File: src/rtl/core/assert_macros.svh
// assertion macros used by the rtl top level of the process selector
// depends on nothing; defining SYNTH turns every macro into an empty body
`ifndef ASSERT_MACROS_SVH
`define ASSERT_MACROS_SVH

`ifndef SYNTH

// property must hold at every clock edge outside reset
`define ASSERT_CHK(lbl, clk, rst, prop, msg) \
  lbl: assert property (@(posedge clk) disable iff (rst) (prop)) else $error(msg);

// expression must never be true outside reset
`define ASSERT_NEVER(lbl, clk, rst, expr, msg) \
  lbl: assert property (@(posedge clk) disable iff (rst) !(expr)) else $error(msg);

`else

`define ASSERT_CHK(lbl, clk, rst, prop, msg)
`define ASSERT_NEVER(lbl, clk, rst, expr, msg)

`endif

`endif

File: src/rtl/core/mlfq_pkg.sv
// shared types, codes and defaults of the multilevel feedback queue selector
// depends on nothing; used by the channel interfaces and the top level
`timescale 1ns / 1ps

package mlfq_pkg;

  // default sizes
  localparam int SLOTS_DEF      = 32;
  localparam int MAX_LEVELS_DEF = 8;

  // fixed field widths
  localparam int STATUS_W  = 3;
  localparam int SLOT_F_W  = 5;
  localparam int LEVEL_F_W = 3;
  localparam int PRIO_W    = 8;
  localparam int TICK_W    = 32;
  localparam int SLICE_W   = 32;
  localparam int COUNT_W   = 16;
  localparam int QUANTUM_W = 16;
  localparam int LCOUNT_W  = 4;
  localparam int PADDR_W   = 4;
  localparam int PDATA_W   = 32;

  typedef logic [STATUS_W-1:0]  status_t;
  typedef logic [SLOT_F_W-1:0]  slot_t;
  typedef logic [LEVEL_F_W-1:0] level_t;
  typedef logic [PRIO_W-1:0]    prio_t;
  typedef logic [TICK_W-1:0]    tick_t;
  typedef logic signed [SLICE_W-1:0] slice_t;
  typedef logic [COUNT_W-1:0]   count_t;

  // request function codes
  localparam logic FUNC_WRITE = 1'b0;
  localparam logic FUNC_SCHED = 1'b1;

  // process status codes
  localparam status_t STAT_EMPTY   = 3'd0;
  localparam status_t STAT_NEW     = 3'd1;
  localparam status_t STAT_READY   = 3'd2;
  localparam status_t STAT_RUNNING = 3'd3;

  // configuration register indexes
  localparam logic [1:0] REG_BOOST_ON       = 2'd0;
  localparam logic [1:0] REG_BOOST_INTERVAL = 2'd1;
  localparam logic [1:0] REG_LEVEL_COUNT    = 2'd2;
  localparam logic [1:0] REG_SLICE_UNIT     = 2'd3;

  // configuration reset values
  localparam logic                 BOOST_ON_RST       = 1'b0;
  localparam logic [TICK_W-1:0]    BOOST_INTERVAL_RST = 32'd100;
  localparam logic [LCOUNT_W-1:0]  LEVEL_COUNT_RST    = 4'd3;
  localparam logic [QUANTUM_W-1:0] SLICE_UNIT_RST     = 16'd10;

endpackage

File: src/rtl/core/mlfq_req_if.sv
// request channel of the selector: slot write or schedule beat
// depends on mlfq_pkg
`timescale 1ns / 1ps

interface mlfq_req_if import mlfq_pkg::*; ();
  logic    valid;
  logic    ready;
  logic    func;
  slot_t   slot;
  status_t proc_status;
  level_t  level_in;
  prio_t   priority_in;
  tick_t   created_in;
  slice_t  slice_left_in;
  count_t  yields_in;
  count_t  preempts_in;
  tick_t   now_tick;

  modport source (
    output valid, func, slot, proc_status, level_in, priority_in, created_in,
           slice_left_in, yields_in, preempts_in, now_tick,
    input  ready
  );

  modport sink (
    input  valid, func, slot, proc_status, level_in, priority_in, created_in,
           slice_left_in, yields_in, preempts_in, now_tick,
    output ready
  );
endinterface

File: src/rtl/core/mlfq_rsp_if.sv
// response channel of the selector: one beat per schedule decision
// depends on mlfq_pkg
`timescale 1ns / 1ps

interface mlfq_rsp_if import mlfq_pkg::*; ();
  logic   valid;
  logic   ready;
  logic   found;
  slot_t  chosen_slot;
  level_t chosen_level;
  slice_t chosen_slice;
  logic   boosted;

  modport source (
    output valid, found, chosen_slot, chosen_level, chosen_slice, boosted,
    input  ready
  );

  modport sink (
    input  valid, found, chosen_slot, chosen_level, chosen_slice, boosted,
    output ready
  );
endinterface

File: src/rtl/core/mlfq_ram.sv
// generic simple dual-port ram, one write and one registered read port
// depends on nothing
`timescale 1ns / 1ps

module mlfq_ram #(
  parameter int WIDTH = 8,
  parameter int DEPTH = 32
) (
  input  logic                     clk,
  input  logic                     we,
  input  logic [$clog2(DEPTH)-1:0] waddr,
  input  logic [WIDTH-1:0]         wdata,
  input  logic [$clog2(DEPTH)-1:0] raddr,
  output logic [WIDTH-1:0]         rdata
);

  logic [WIDTH-1:0] mem [DEPTH];

  always_ff @(posedge clk) begin
    if (we) begin
      mem[waddr] <= wdata;
    end
    rdata <= mem[raddr];
  end

endmodule

File: src/rtl/core/mlfq_process_selector.sv
// multilevel feedback queue process selector, top level
// write beat: taken while idle, no response beat
// schedule beat: the table is walked with one table read per slot, then the response register is
//   loaded in the done state, which a stalled sink holds; the next beat is taken back in idle
// reset: config back to defaults, all slots empty through valid flops, no clearing pass
// depends on mlfq_pkg, mlfq_req_if, mlfq_rsp_if, mlfq_ram, assert_macros.svh
`timescale 1ns / 1ps
`include "assert_macros.svh"

module mlfq_process_selector import mlfq_pkg::*; #(
  parameter int SLOTS      = SLOTS_DEF,
  parameter int MAX_LEVELS = MAX_LEVELS_DEF
) (
  input  logic               clk,
  input  logic               rst,
  mlfq_req_if.sink           req,
  mlfq_rsp_if.source         rsp,
  input  logic               psel,
  input  logic               penable,
  input  logic               pwrite,
  input  logic [PADDR_W-1:0] paddr,
  input  logic [PDATA_W-1:0] pwdata,
  output logic [PDATA_W-1:0] prdata,
  output logic               pready
);

  // internal level width: the 3-bit field, wider when more levels are allowed
  localparam int SLOT_W  = (SLOTS > 1) ? $clog2(SLOTS) : 1;
  localparam int LVL_W   = (MAX_LEVELS > 8) ? $clog2(MAX_LEVELS) : LEVEL_F_W;
  localparam int PROD_W  = QUANTUM_W + LVL_W + 1;
  localparam int ENTRY_W = STATUS_W + LVL_W + PRIO_W + TICK_W + SLICE_W + 2 * COUNT_W;
  localparam logic [SLOT_W-1:0] LAST_SLOT = SLOT_W'(SLOTS - 1);

  // sequencer states
  localparam logic [1:0] S_IDLE = 2'd0;
  localparam logic [1:0] S_WALK = 2'd1;
  localparam logic [1:0] S_DONE = 2'd2;

  // ---------------------------------------------------------------------------
  // configuration registers on the apb port
  // ---------------------------------------------------------------------------
  logic                 boost_on;
  logic [TICK_W-1:0]    boost_interval;
  logic [LCOUNT_W-1:0]  level_count;
  logic [QUANTUM_W-1:0] slice_unit;
  logic                 cfg_we;

  assign pready = 1'b1;
  assign cfg_we = psel && penable && pwrite;

  always_ff @(posedge clk) begin
    if (rst) begin
      boost_on       <= BOOST_ON_RST;
      boost_interval <= BOOST_INTERVAL_RST;
      level_count    <= LEVEL_COUNT_RST;
      slice_unit     <= SLICE_UNIT_RST;
    end else if (cfg_we) begin
      case (paddr[3:2])
        REG_BOOST_ON:       boost_on       <= pwdata[0];
        REG_BOOST_INTERVAL: boost_interval <= pwdata[TICK_W-1:0];
        REG_LEVEL_COUNT:    level_count    <= pwdata[LCOUNT_W-1:0];
        REG_SLICE_UNIT:     slice_unit     <= pwdata[QUANTUM_W-1:0];
        default: ;
      endcase
    end
  end

  always_comb begin
    case (paddr[3:2])
      REG_BOOST_ON:       prdata = {{(PDATA_W-1){1'b0}}, boost_on};
      REG_BOOST_INTERVAL: prdata = boost_interval;
      REG_LEVEL_COUNT:    prdata = {{(PDATA_W-LCOUNT_W){1'b0}}, level_count};
      REG_SLICE_UNIT:     prdata = {{(PDATA_W-QUANTUM_W){1'b0}}, slice_unit};
      default:            prdata = '0;
    endcase
  end

  // bottom level: level_count clamped to 1..MAX_LEVELS, minus one
  logic [4:0] lc_eff;
  logic [4:0] bottom;

  always_comb begin
    if (level_count == '0) begin
      lc_eff = 5'd1;
    end else if ({1'b0, level_count} > 5'(MAX_LEVELS)) begin
      lc_eff = 5'(MAX_LEVELS);
    end else begin
      lc_eff = {1'b0, level_count};
    end
    bottom = lc_eff - 5'd1;
  end

  // ---------------------------------------------------------------------------
  // sequencer state
  // ---------------------------------------------------------------------------
  logic [1:0]        state;
  logic              issuing;    // a table read goes out this cycle
  logic [SLOT_W-1:0] issue_idx;  // slot being read
  logic              proc_vld;   // ram data for proc_idx is on the read port
  logic [SLOT_W-1:0] proc_idx;
  logic              do_boost;   // boost decided at accept, applied per slot
  logic [TICK_W-1:0] last_boost_tick;
  logic [SLOTS-1:0]  valid;      // slot written since reset

  logic req_acc;
  logic sched_acc;
  logic wr_acc;
  logic boost_now;

  assign req.ready = (state == S_IDLE);
  assign req_acc   = req.valid && req.ready;
  assign sched_acc = req_acc && (req.func == FUNC_SCHED);
  // writes beyond the table are dropped
  assign wr_acc    = req_acc && (req.func == FUNC_WRITE) && (int'(req.slot) < SLOTS);
  // tick distance wraps modulo 2^32
  assign boost_now = boost_on && ((req.now_tick - last_boost_tick) >= boost_interval);

  // ---------------------------------------------------------------------------
  // slot table: one ram word per slot, walked one slot per cycle
  // ---------------------------------------------------------------------------
  logic               ram_we;
  logic [SLOT_W-1:0]  ram_waddr;
  logic [ENTRY_W-1:0] ram_wdata;
  logic [ENTRY_W-1:0] ram_rdata;

  mlfq_ram #(
    .WIDTH (ENTRY_W),
    .DEPTH (SLOTS)
  ) u_table (
    .clk   (clk),
    .we    (ram_we),
    .waddr (ram_waddr),
    .wdata (ram_wdata),
    .raddr (issue_idx),
    .rdata (ram_rdata)
  );

  // fields of the slot on the read port
  status_t              rd_st_raw;
  status_t              rd_st;
  logic [LVL_W-1:0]     rd_lvl;
  prio_t                rd_prio;
  tick_t                rd_created;
  logic [SLICE_W-1:0]   rd_slice;
  count_t               rd_yields;
  count_t               rd_preempts;

  assign {rd_st_raw, rd_lvl, rd_prio, rd_created, rd_slice, rd_yields, rd_preempts} =
    ram_rdata;
  // a slot never written reads as empty
  assign rd_st = valid[proc_idx] ? rd_st_raw : STAT_EMPTY;

  // ---------------------------------------------------------------------------
  // shared update unit: demote, promote, boost, then compare against the best
  // ---------------------------------------------------------------------------
  logic               demote;
  logic               promote;
  logic [LVL_W-1:0]   lvl1;
  logic [LVL_W-1:0]   lvl2;
  logic [LVL_W:0]     lvl2_inc;
  logic [PROD_W-1:0]  prod;
  logic [SLICE_W-1:0] slice2;
  logic [LVL_W-1:0]   lvl3;
  logic [SLICE_W-1:0] slice3;
  logic               cand;
  logic               better;

  // best entry so far
  logic               best_found;
  logic [SLOT_W-1:0]  best_idx;
  logic [LVL_W-1:0]   best_lvl;
  prio_t              best_prio;
  tick_t              best_created;
  logic [SLICE_W-1:0] best_slice;

  always_comb begin
    // running with its slice used up (zero or negative) drops one level, unless at the bottom
    demote = (rd_st == STAT_RUNNING) && ((rd_slice == '0) || rd_slice[SLICE_W-1]) &&
             (5'(rd_lvl) < bottom);
    lvl1   = demote ? rd_lvl + LVL_W'(1) : rd_lvl;
    // more yields than preemptions climbs one level, unless already at level zero
    promote = (rd_yields > rd_preempts) && (lvl1 != '0);
    lvl2    = promote ? lvl1 - LVL_W'(1) : lvl1;
    // any level change reloads the slice for the final level
    lvl2_inc = (LVL_W+1)'(lvl2) + (LVL_W+1)'(1);
    prod     = PROD_W'(slice_unit) * PROD_W'(lvl2_inc);
    slice2   = (demote || promote) ? SLICE_W'(prod) : rd_slice;
    // boost lifts everything above level zero
    if (do_boost && (lvl2 != '0)) begin
      lvl3   = '0;
      slice3 = SLICE_W'(slice_unit);
    end else begin
      lvl3   = lvl2;
      slice3 = slice2;
    end
    // new, ready and running entries compete; earlier slot wins full ties
    cand   = rd_st inside {STAT_NEW, STAT_READY, STAT_RUNNING};
    better = !best_found || (lvl3 < best_lvl) ||
             ((lvl3 == best_lvl) && ((rd_prio < best_prio) ||
              ((rd_prio == best_prio) && (rd_created < best_created))));
  end

  // write port: slot write beat in idle, write back during the walk
  always_comb begin
    if (state == S_WALK) begin
      ram_we    = proc_vld && (rd_st != STAT_EMPTY);
      ram_waddr = proc_idx;
      ram_wdata = {rd_st, lvl3, rd_prio, rd_created, slice3, rd_yields, rd_preempts};
    end else begin
      ram_we    = wr_acc;
      ram_waddr = SLOT_W'(req.slot);
      ram_wdata = {req.proc_status, LVL_W'(req.level_in), req.priority_in, req.created_in,
                   req.slice_left_in, req.yields_in, req.preempts_in};
    end
  end

  // ---------------------------------------------------------------------------
  // control registers
  // ---------------------------------------------------------------------------
  logic out_valid;
  logic out_load;

  assign out_load = (state == S_DONE) && (!out_valid || rsp.ready);

  always_ff @(posedge clk) begin
    if (rst) begin
      state           <= S_IDLE;
      issuing         <= 1'b0;
      issue_idx       <= '0;
      proc_vld        <= 1'b0;
      proc_idx        <= '0;
      do_boost        <= 1'b0;
      last_boost_tick <= '0;
      valid           <= '0;
      best_found      <= 1'b0;
      out_valid       <= 1'b0;
    end else begin
      if (wr_acc) begin
        valid[SLOT_W'(req.slot)] <= 1'b1;
      end
      if (out_load) begin
        out_valid <= 1'b1;
      end else if (rsp.ready) begin
        out_valid <= 1'b0;
      end
      case (state)
        S_IDLE: begin
          if (sched_acc) begin
            state      <= S_WALK;
            issuing    <= 1'b1;
            issue_idx  <= '0;
            proc_vld   <= 1'b0;
            best_found <= 1'b0;
            do_boost   <= boost_now;
            if (boost_now) begin
              last_boost_tick <= req.now_tick;
            end
          end
        end
        S_WALK: begin
          // read side runs one slot ahead of the update side
          proc_vld <= issuing;
          proc_idx <= issue_idx;
          if (issuing) begin
            if (issue_idx == LAST_SLOT) begin
              issuing <= 1'b0;
            end else begin
              issue_idx <= issue_idx + SLOT_W'(1);
            end
          end
          if (proc_vld) begin
            if (cand && better) begin
              best_found <= 1'b1;
            end
            if (proc_idx == LAST_SLOT) begin
              state <= S_DONE;
            end
          end
        end
        S_DONE: begin
          if (out_load) begin
            state <= S_IDLE;
          end
        end
        default: begin
          state <= S_IDLE;
        end
      endcase
    end
  end

  // best entry payload, cleared at the start of each decision
  always_ff @(posedge clk) begin
    if (sched_acc) begin
      best_idx     <= '0;
      best_lvl     <= '0;
      best_prio    <= '0;
      best_created <= '0;
      best_slice   <= '0;
    end else if ((state == S_WALK) && proc_vld && cand && better) begin
      best_idx     <= proc_idx;
      best_lvl     <= lvl3;
      best_prio    <= rd_prio;
      best_created <= rd_created;
      best_slice   <= slice3;
    end
  end

  // ---------------------------------------------------------------------------
  // response register, holds while the sink stalls
  // ---------------------------------------------------------------------------
  logic               out_found;
  slot_t              out_slot;
  level_t             out_level;
  logic [SLICE_W-1:0] out_slice;
  logic               out_boosted;

  always_ff @(posedge clk) begin
    if (out_load) begin
      out_found   <= best_found;
      out_slot    <= SLOT_F_W'(best_idx);
      out_level   <= best_lvl[LEVEL_F_W-1:0];
      out_slice   <= best_slice;
      out_boosted <= do_boost;
    end
  end

  assign rsp.valid        = out_valid;
  assign rsp.found        = out_found;
  assign rsp.chosen_slot  = out_slot;
  assign rsp.chosen_level = out_level;
  assign rsp.chosen_slice = out_slice;
  assign rsp.boosted      = out_boosted;

  // ---------------------------------------------------------------------------
  // checks
  // ---------------------------------------------------------------------------
  `ASSERT_CHK(a_sched_starts_walk, clk, rst,
    sched_acc |=> (state == S_WALK) && issuing && !proc_vld,
    "schedule beat did not start the table walk")
  `ASSERT_NEVER(a_wb_read_clash, clk, rst,
    (state == S_WALK) && ram_we && issuing && (ram_waddr == issue_idx),
    "write back hit the slot being read")
  `ASSERT_CHK(a_rsp_from_done, clk, rst,
    $rose(rsp.valid) |-> ($past(state) == S_DONE),
    "response beat raised outside the done state")
  `ASSERT_CHK(a_none_found_zero, clk, rst,
    (rsp.valid && !rsp.found) |->
      ((rsp.chosen_slot == '0) && (rsp.chosen_level == '0) && (rsp.chosen_slice == '0)),
    "empty decision carries nonzero slot fields")

endmodule

File: src/flat_wrapper.sv
// flat-port wrapper written by rule: the top's interface ports become plain ports
module mlfq_process_selector_flat import mlfq_pkg::*;
#(
  parameter int SLOTS      = SLOTS_DEF,
  parameter int MAX_LEVELS = MAX_LEVELS_DEF
)
  (clk, rst, psel, penable, pwrite, paddr, pwdata, prdata, pready, req_valid, req_func, req_slot, req_proc_status, req_level_in, req_priority_in, req_created_in, req_slice_left_in, req_yields_in, req_preempts_in, req_now_tick, req_ready, rsp_valid, rsp_found, rsp_chosen_slot, rsp_chosen_level, rsp_chosen_slice, rsp_boosted, rsp_ready);
  mlfq_req_if req_i ();
  mlfq_rsp_if rsp_i ();
  input  logic clk;
  input  logic rst;
  input  logic psel;
  input  logic penable;
  input  logic pwrite;
  input  logic [PADDR_W-1:0] paddr;
  input  logic [PDATA_W-1:0] pwdata;
  output logic [PDATA_W-1:0] prdata;
  output logic pready;
  input wire logic [$bits(req_i.valid)-1:0] req_valid;
  input wire logic [$bits(req_i.func)-1:0] req_func;
  input wire logic [$bits(req_i.slot)-1:0] req_slot;
  input wire logic [$bits(req_i.proc_status)-1:0] req_proc_status;
  input wire logic [$bits(req_i.level_in)-1:0] req_level_in;
  input wire logic [$bits(req_i.priority_in)-1:0] req_priority_in;
  input wire logic [$bits(req_i.created_in)-1:0] req_created_in;
  input wire logic [$bits(req_i.slice_left_in)-1:0] req_slice_left_in;
  input wire logic [$bits(req_i.yields_in)-1:0] req_yields_in;
  input wire logic [$bits(req_i.preempts_in)-1:0] req_preempts_in;
  input wire logic [$bits(req_i.now_tick)-1:0] req_now_tick;
  output wire logic [$bits(req_i.ready)-1:0] req_ready;
  output wire logic [$bits(rsp_i.valid)-1:0] rsp_valid;
  output wire logic [$bits(rsp_i.found)-1:0] rsp_found;
  output wire logic [$bits(rsp_i.chosen_slot)-1:0] rsp_chosen_slot;
  output wire logic [$bits(rsp_i.chosen_level)-1:0] rsp_chosen_level;
  output wire logic [$bits(rsp_i.chosen_slice)-1:0] rsp_chosen_slice;
  output wire logic [$bits(rsp_i.boosted)-1:0] rsp_boosted;
  input wire logic [$bits(rsp_i.ready)-1:0] rsp_ready;
  assign req_i.valid = req_valid;
  assign req_i.func = req_func;
  assign req_i.slot = req_slot;
  assign req_i.proc_status = req_proc_status;
  assign req_i.level_in = req_level_in;
  assign req_i.priority_in = req_priority_in;
  assign req_i.created_in = req_created_in;
  assign req_i.slice_left_in = req_slice_left_in;
  assign req_i.yields_in = req_yields_in;
  assign req_i.preempts_in = req_preempts_in;
  assign req_i.now_tick = req_now_tick;
  assign req_ready = req_i.ready;
  assign rsp_valid = rsp_i.valid;
  assign rsp_found = rsp_i.found;
  assign rsp_chosen_slot = rsp_i.chosen_slot;
  assign rsp_chosen_level = rsp_i.chosen_level;
  assign rsp_chosen_slice = rsp_i.chosen_slice;
  assign rsp_boosted = rsp_i.boosted;
  assign rsp_i.ready = rsp_ready;
  mlfq_process_selector #(.SLOTS(SLOTS), .MAX_LEVELS(MAX_LEVELS)) u_core (.clk(clk), .rst(rst), .req(req_i), .rsp(rsp_i), .psel(psel), .penable(penable), .pwrite(pwrite), .paddr(paddr), .pwdata(pwdata), .prdata(prdata), .pready(pready));
endmodule
File: config.mk
export PLATFORM = sky130hd
export DESIGN_NAME = mlfq_process_selector_flat
export DESIGN_NICKNAME = d
export VERILOG_FILES = /design/src/rtl/core/mlfq_pkg.sv /design/src/rtl/core/mlfq_req_if.sv /design/src/rtl/core/mlfq_rsp_if.sv /design/src/rtl/core/mlfq_ram.sv /design/src/rtl/core/mlfq_process_selector.sv /design/src/flat_wrapper.sv
export VERILOG_INCLUDE_DIRS = /design/src /design/src/rtl/core
export SDC_FILE = /design/constraint.sdc
export NUM_CORES = 2
export LEC_CHECK = 0
export BUFFER_PORTS_ARGS = -buffer_cell sky130_fd_sc_hd__buf_2
export CORE_MARGIN = 1.5
export CORE_UTILIZATION = 35
export DETAILED_ROUTE_END_ITERATION = 10
export MAX_ROUTING_LAYER = met4
export PLACE_DENSITY = 0.57
export SLEW_MARGIN = 40
export SYNTH_ARGS = -nofsm -noshare
export SYNTH_HDL_FRONTEND = slang
export SYNTH_HIERARCHICAL = 1
export SYNTH_SLANG_ARGS = --single-unit
export TNS_END_PERCENT = 30
File: constraint.sdc
create_clock -name clk -period 13.7 [get_ports clk]
set_input_delay 2.74 -clock clk [delete_from_list [all_inputs] [get_ports clk]]
set_output_delay 2.74 -clock clk [all_outputs]
set_load 0.05 [all_outputs]
# --- After elaboration in Yosys (flattened, before gate mapping) ---
# Memories as Yosys holds them, arrays and structs flattened. A register that Yosys moved wholly into a read port is not among the register bits.
# Index checks and enable logic that the tools add are counted.
classes:
  add_sub_neg: 6
  mux: 38
  reduce_logical: 47
  bitwise: 2
  magnitude_cmp: 10
  n_mul: 1
  eq_ne: 19
op_table:
  columns: ["cell", "n"]
  rows:
  - ["$pmux 32 s4", 1]
  - ["$mux 110", 1]
  - ["$mux 32", 2]
  - ["$ge 32x32->1", 1]
  - ["$logic_not 32->1", 1]
  - ["$lt 32x32->1", 1]
  - ["$or 32x32->32", 1]
  - ["$sub 32x32->32", 1]
  - ["$mux 5", 5]
  - ["$mul 16x4->20", 1]
  - ["$logic_and 1x1->1", 19]
  - ["$gt 16x16->1", 1]
  - ["$mux 1", 13]
  - ["$lt 5x6->1 const B", 2]
  - ["$mux 3", 4]
  - ["$reduce_and 2->1", 6]
  - ["$reduce_and 4->1", 3]
  - ["$reduce_bool 3->1", 4]
  - ["$eq 5x5->1 const B", 2]
  - ["$ne 2x1->1 const B", 5]
  - ["$pmux 5 s2", 1]
  - ["$eq 8x8->1", 1]
  - ["$lt 8x8->1", 1]
  - ["$mux 2", 4]
  - ["other kinds (27)", 42]
word_totals:
  out_inout_bits: 77
  in_bits: 191
  mem_bits_rw: 3520
  reg_bits: 256
  memories: 1
  wordCells: 148
memory_table:
  columns: ["name", "words", "word_bits", "read_ports", "rd_clocked_by_memory_dff", "wr", "line", "source"]
  rows:
  - ["u_core.u_table.mem", 32, 110, 1, 1, 1, "mlfq_ram.sv:17", "logic [WIDTH-1:0] mem [DEPTH];"]

# --- Logic depth before layout (Yosys ltp) ---
depth:
  depth_word: 20
  mapped_depth: 37

# --- Hierarchy ---
# Netlist, hierarchy kept.
by_module_without_submodules:
  columns: ["module", "area_each_um2", "instances", "cells_each", "seq_area_each_um2"]
  rows:
  - ["mlfq_ram", 135748.9, 1, 6406, 107903.5]
  - ["mlfq_process_selector", 17641.9, 1, 2188, 5545.3]

# --- Worst setup path before layout ---
# No wires, ideal clock.
synth_path:
  path_type: "input port to flip-flop"
  startpoint: "input port req_func"
  endpoint: "memory u_core/u_table/mem[28][0] (netlist name) (enable)"
  path_stages: 5
  setup_time_ns: 0.580
  n_path_buf: 1
  arrival_ns: 8.430
  required_ns: 13.120
  setup_slack_ns: 4.690
  cell_sequence: "nand3b_1 -> o21ai_0 -> or3b_2 -> clkbuf_1 -> nor2_1"
synth_between:
  elab_chain_cells: 5
synth_lines:
  columns: ["element", "line", "source"]
  rows:
  - ["start, declared", "flat_wrapper.sv:20", "input wire logic [$bits(req_i.func)-1:0] req_func;"]
  - ["$not 1->1", "mlfq_process_selector.sv:114", "assign wr_acc = req_acc && (req.func == FUNC_WRITE) && (int'(req.slot) < SLOTS);"]
  - ["$logic_and 1x1->1", "mlfq_process_selector.sv:114", null]
  - ["$mux 1", "mlfq_process_selector.sv:205", "if (state == S_WALK) begin"]
  - ["net u_core.ram_we", "mlfq_process_selector.sv:121", "logic ram_we;"]
  - ["$mux 1", "mlfq_ram.sv:20", "if (we) begin"]
  - ["$mux 1 (implied by the code)", "mlfq_ram.sv:21", "mem[waddr] <= wdata;"]
  - ["end, declared", "mlfq_ram.sv:17", null]
# The timed path passes the listed nets, and every way through them passes these cells.

# --- Final worst setup path ---
layout_path:
  startpoint: "register u_core.level_count[1]"
  endpoint: "memory u_core/u_table/mem[23][47] (netlist name), data pin"
layout_between:
  elab_chain_cells: 15
  word_cells_on_any_way: 20
  classes_between: "3 x add/sub; 1 x mul; 2 x order compare; 7 x mux; 7 x reduce/logical"
layout_lines:
  columns: ["element", "line", "source"]
  rows:
  - ["start, declared", "mlfq_process_selector.sv:44", "logic [LCOUNT_W-1:0] level_count;"]
  - ["start signal, assigned", "mlfq_process_selector.sv:61", "REG_LEVEL_COUNT: level_count <= pwdata[LCOUNT_W-1:0];"]
  - ["$gt 4x4->1", "mlfq_process_selector.sv:85", "end else if ({1'b0, level_count} > 5'(MAX_LEVELS)) begin"]
  - ["$mux 4", "mlfq_process_selector.sv:85", null]
  - ["$mux 5 (*)", "mlfq_process_selector.sv:83", "if (level_count == '0) begin"]
  - ["$sub 5x1->5 (*)", "mlfq_process_selector.sv:90", "bottom = lc_eff - 5'd1;"]
  - ["$lt 3x5->1 (*)", "mlfq_process_selector.sv:179", "(5'(rd_lvl) < bottom);"]
  - ["$logic_and 1x1->1 (*)", "mlfq_process_selector.sv:178", "demote = (rd_st == STAT_RUNNING) && ((rd_slice == '0) || rd_slice[SLICE_W-1]) &&"]
  - ["parallel branches: the longest is 7 deep, another holds $mul 16x4->20", null, null]
  - ["$mux 32 (*)", "mlfq_process_selector.sv:189", "if (do_boost && (lvl2 != '0)) begin"]
  - ["$mux 110 (*)", "mlfq_process_selector.sv:205", null]
  - ["net u_core.ram_wdata[47]", "mlfq_process_selector.sv:123", "logic [ENTRY_W-1:0] ram_wdata;"]
# Mark *: on every way through the listed nets, which the timed path passes.

==> results.py <==
metrics = {
    "timing": {
        "fin_worst_skew_ns": 0.0665,
        "tns_ns": 0,
        "hold_violations": 0,
        "finalSetupViolations": 0,
        "period_needed_ns": 10.30,
        "slew_headroom_pct": 35.5,
        "rsz0062_at_grt": "no",
        "tightest_pin_transition_ns": 0.968,
        "timing_limited_maximum_frequency_mhz": 97.1,
        "timing.final.max_slew_violations": 0,
        "layout_worst_path_cycle_share_pct": 75.2,
        "finalHoldWorstSlack_ns": 0.426,
    },
    "grt": {
        "grt_start_max_net_pins": 104,
        "global_route.overflow_total": 0,
        "tot_gr_track_use_pct": 21.1,
        "first_global_vias": 83700,
        "grt_antenna_before_repair": 36,
        "grt_first_pass_wirelength_mm": 648,
    },
    "synth": {
        "yosys_register_bits": 3886,
        "synth_nets": 8969,
        "synth_compound_area_share_pct": 5.10,
        "syn_area_per_cell_um2": 17.8,
        "synth_top_cells_by_area": "sky130_fd_sc_hd__edfxtp_1 (70%), sky130_fd_sc_hd__mux4_2 (6.6%), sky130_fd_sc_hd__mux2i_1 (6.5%), sky130_fd_sc_hd__dfxtp_1 (4.2%), sky130_fd_sc_hd__a22oi_1 (2.8%)",
        "synth_top_area_cell": "sky130_fd_sc_hd__edfxtp_1",
        "synth-simple-area-share_pct": 3.94,
        "netlist-cell-type-count": 79,
        "yosys_most_used_dff": "sky130_fd_sc_hd__edfxtp_1",
        "synthesis.area_um2": 153000,
        "synth_enable_flop_cells": 3562,
        "synthMostInstantiatedCell": "sky130_fd_sc_hd__edfxtp_1",
        "synthMuxAreaShare_pct": 13.1,
        "main_combinational_cell_family_by_area_after_synthesis": "multiplexers",
        "yosysSeqAreaShare_pct": 74.0,
        "synth_fa_ha_area_share_pct": 1.64,
        "yosysWarnings": 6,
        "post_synth_xor_area_fraction_pct": 0.272,
        "synth_top_cells_by_count": "sky130_fd_sc_hd__edfxtp_1 (3,562), sky130_fd_sc_hd__mux2i_1 (990), sky130_fd_sc_hd__a22oi_1 (581)",
        "synth_async_sr_flop_share_pct": 0,
        "synthesis.instances": 8594,
        "synth_top_cell_area_share_pct": 69.7,
    },
    "routing": {
        "drcViolationCount": 0,
        "drt_iter0_markers": 9263,
        "drtAntennaViolNets": 0,
        "drt_pre_antenna_iters": 8,
        "viasPerCell": 5.61,
        "postRouteWirelength_mm": 466,
        "wire_per_inst_um": 30.8,
        "routed-via-count": 84700,
    },
    "floorplan": {
        "die_outline_width_um": 665,
        "design.core.area_um2": 435000,
        "initial_utilization_pct": 35.2,
        "die_area_um2": 442000,
        "pin_count": 268,
        "dieHeight_um": 665,
        "num_rows": 242,
    },
    "cells_and_area": {
        "ff_latch_area_um2": 113000,
        "drive_gt1_share_pct": 18.3,
        "finalCoreUtilization_pct": 40.5,
        "multiInputGateArea_um2": 38000,
        "fin_area_um2": 176000,
        "nNetsFinal": 9404,
        "syn2layout_area_growth_pct": 14.9,
        "fill_cells": 38700,
    },
    "worst_setup_path": {
        "sort_of_element_at_the_start_of_the_critical_path": "flop",
        "worstPathArrival_ns": 10.89,
        "setup.worst_path.end_class": "flop",
        "critical-path-slowest-cell": "sky130_fd_sc_hd__xor2_2",
        "critical_path.max_stage_delay_ns": 0.65,
        "worstSetupPathType": "reg -> reg",
        "maximum_net_fanout_on_the_critical_path": 32,
        "worst_ep_required_time_ns": 14.29,
        "most_frequent_cp_cell": "sky130_fd_sc_hd__ha_1",
    },
    "power": {
        "vdd.ir_drop.worst_uv": 102,
        "cellPowerDensity_nw_per_um2": 139,
        "power_mw": 24.5,
        "power_leakage_nw": 54.4,
    },
    "cts": {
        "insertion_delay_to_the_later_sink_of_the_worst_skew_pair_ns": 0.97,
        "cts_hold_buffers": 0,
        "cts_inserted_buffers": 385,
        "cts.htree.levels": 5,
        "path_clk_slew_ns": 0.06,
        "cts_buffer_depth": 4,
        "cts_post_setup_buffers_inserted": 0,
        "ctsRootBufferMaster": "sky130_fd_sc_hd__clkbuf_16",
        "cts_resized": 0,
        "tritoncts": "built",
        "clock_sink_count": 3886,
    },
    "place": {
        "hpwlAfterDp_mm": 253,
        "routabilityCongestion": 0.875,
        "buffer_ports.inserted": 264,
        "placed_area_um2": 163000,
    },
    "worst_hold_path": {
        "holdCritPathClass": "reg -> reg",
    },
    "run_status": {
        "result_of_the_run": "complete, no violations",
    },
    "run": {
        "max_cap_viol_count": 0,
    },
}
kinds of logic (layout without fill, tap and decap cells):
group,Yosys count,count (layout)
other,1,19
adders and majority gates,184,184
and+or+nand+nor,1257,1257
muxes,1448,1448
buffers and inverters,661,1422
DFF,3886,3886
AOI/OAI and AO/OA,1111,1111
xor gates and xnor gates,46,46
metrics by stage:
step           instances  worst slack (ns)
4_1_cts            15100              3.35
2_1_floorplan       8594              4.69
6_report           15100              3.40
3_5_place_dp       14400              3.48
3_3_place_gp       14300              3.20
5_1_grt            15100              2.67
where the power goes:
group | switching [mW] | internal, mW
logic | 0.619 | 0.206
registers | 0.0282 | 13.2
clock network | 4.47 | 6.00
total | 5.12 | 19.4
path summary, 6_finish.rpt:
| check | slack [ns] | endpoint | startpoint | cells after the start |
|---|---|---|---|---|
| worst max-delay path | 3.40 | u_core/u_table/mem[23][47] | u_core/level_count[1] | 33 |
| worst min-delay path | 0.43 | u_core/rsp.chosen_slice[9] | u_core/best_slice[9] | 0 |
| worst max register to register | 3.40 | u_core/u_table/mem[23][47] | u_core/level_count[1] | 33 |
| worst min register to register | 0.43 | u_core/rsp.chosen_slice[9] | u_core/best_slice[9] | 0 |
flip-flops by register name, indices dropped and copies added, names as in the netlist, 8 cells and up:
signal	cells
u_core/boost_interval	32
u_core/last_boost_tick	32
u_core/slice_unit	16
u_core/best_slice	32
u_core/rsp.chosen_slice	32
u_core/u_table/rdata	110
u_core/valid	32
u_core/best_prio	8
u_core/best_created	32
u_core/u_table/mem	3520
worst max-delay path: cells and delay by family (launching register included):
family | cells | cell delay, ns
mux | 3 | 1.06
fa+ha+maj | 8 | 2.63
compound gates | 10 | 2.83
xor+xnor | 3 | 1.37
buf+inv | 3 | 0.22
flops | 1 | 0.34
simple gates | 6 | 1.48
cells in the final DEF (no fill, tap or decap), drive strengths merged, types with 189 or more instances in the layout:
cell type and n:
a22oi 581, buf 515, clkbuf 511, dfxtp 324
edfxtp 3562, inv 206, mux2i 990, mux4 449
nand2 425, nand3 273, nor2 189
cell type report:
cell class	count	area share, %
flip-flops and latches	3886	64.4
repair buffers	515	2.55
multi-input cells	4047	21.5
inverters	194	0.413
well taps	5734	4.07
clock inverters	202	1.07
clock buffers	511	5.98
diodes	18	0.0255
routing by layer:
| layer | vias to the layer above | share of wire [%] | track usage (%) |
|---|---|---|---|
| met5 | - | 0 | - |
| met4 | 0 | 3.1 | 6.31 |
| met3 | 675 | 7.7 | 3.00 |
| met2 | 3712 | 49 | 34.7 |
| met1 | 45100 | 40 | 27.3 |
| li1 | 35200 | - | - |
Power figures use the tool's default switching activity.
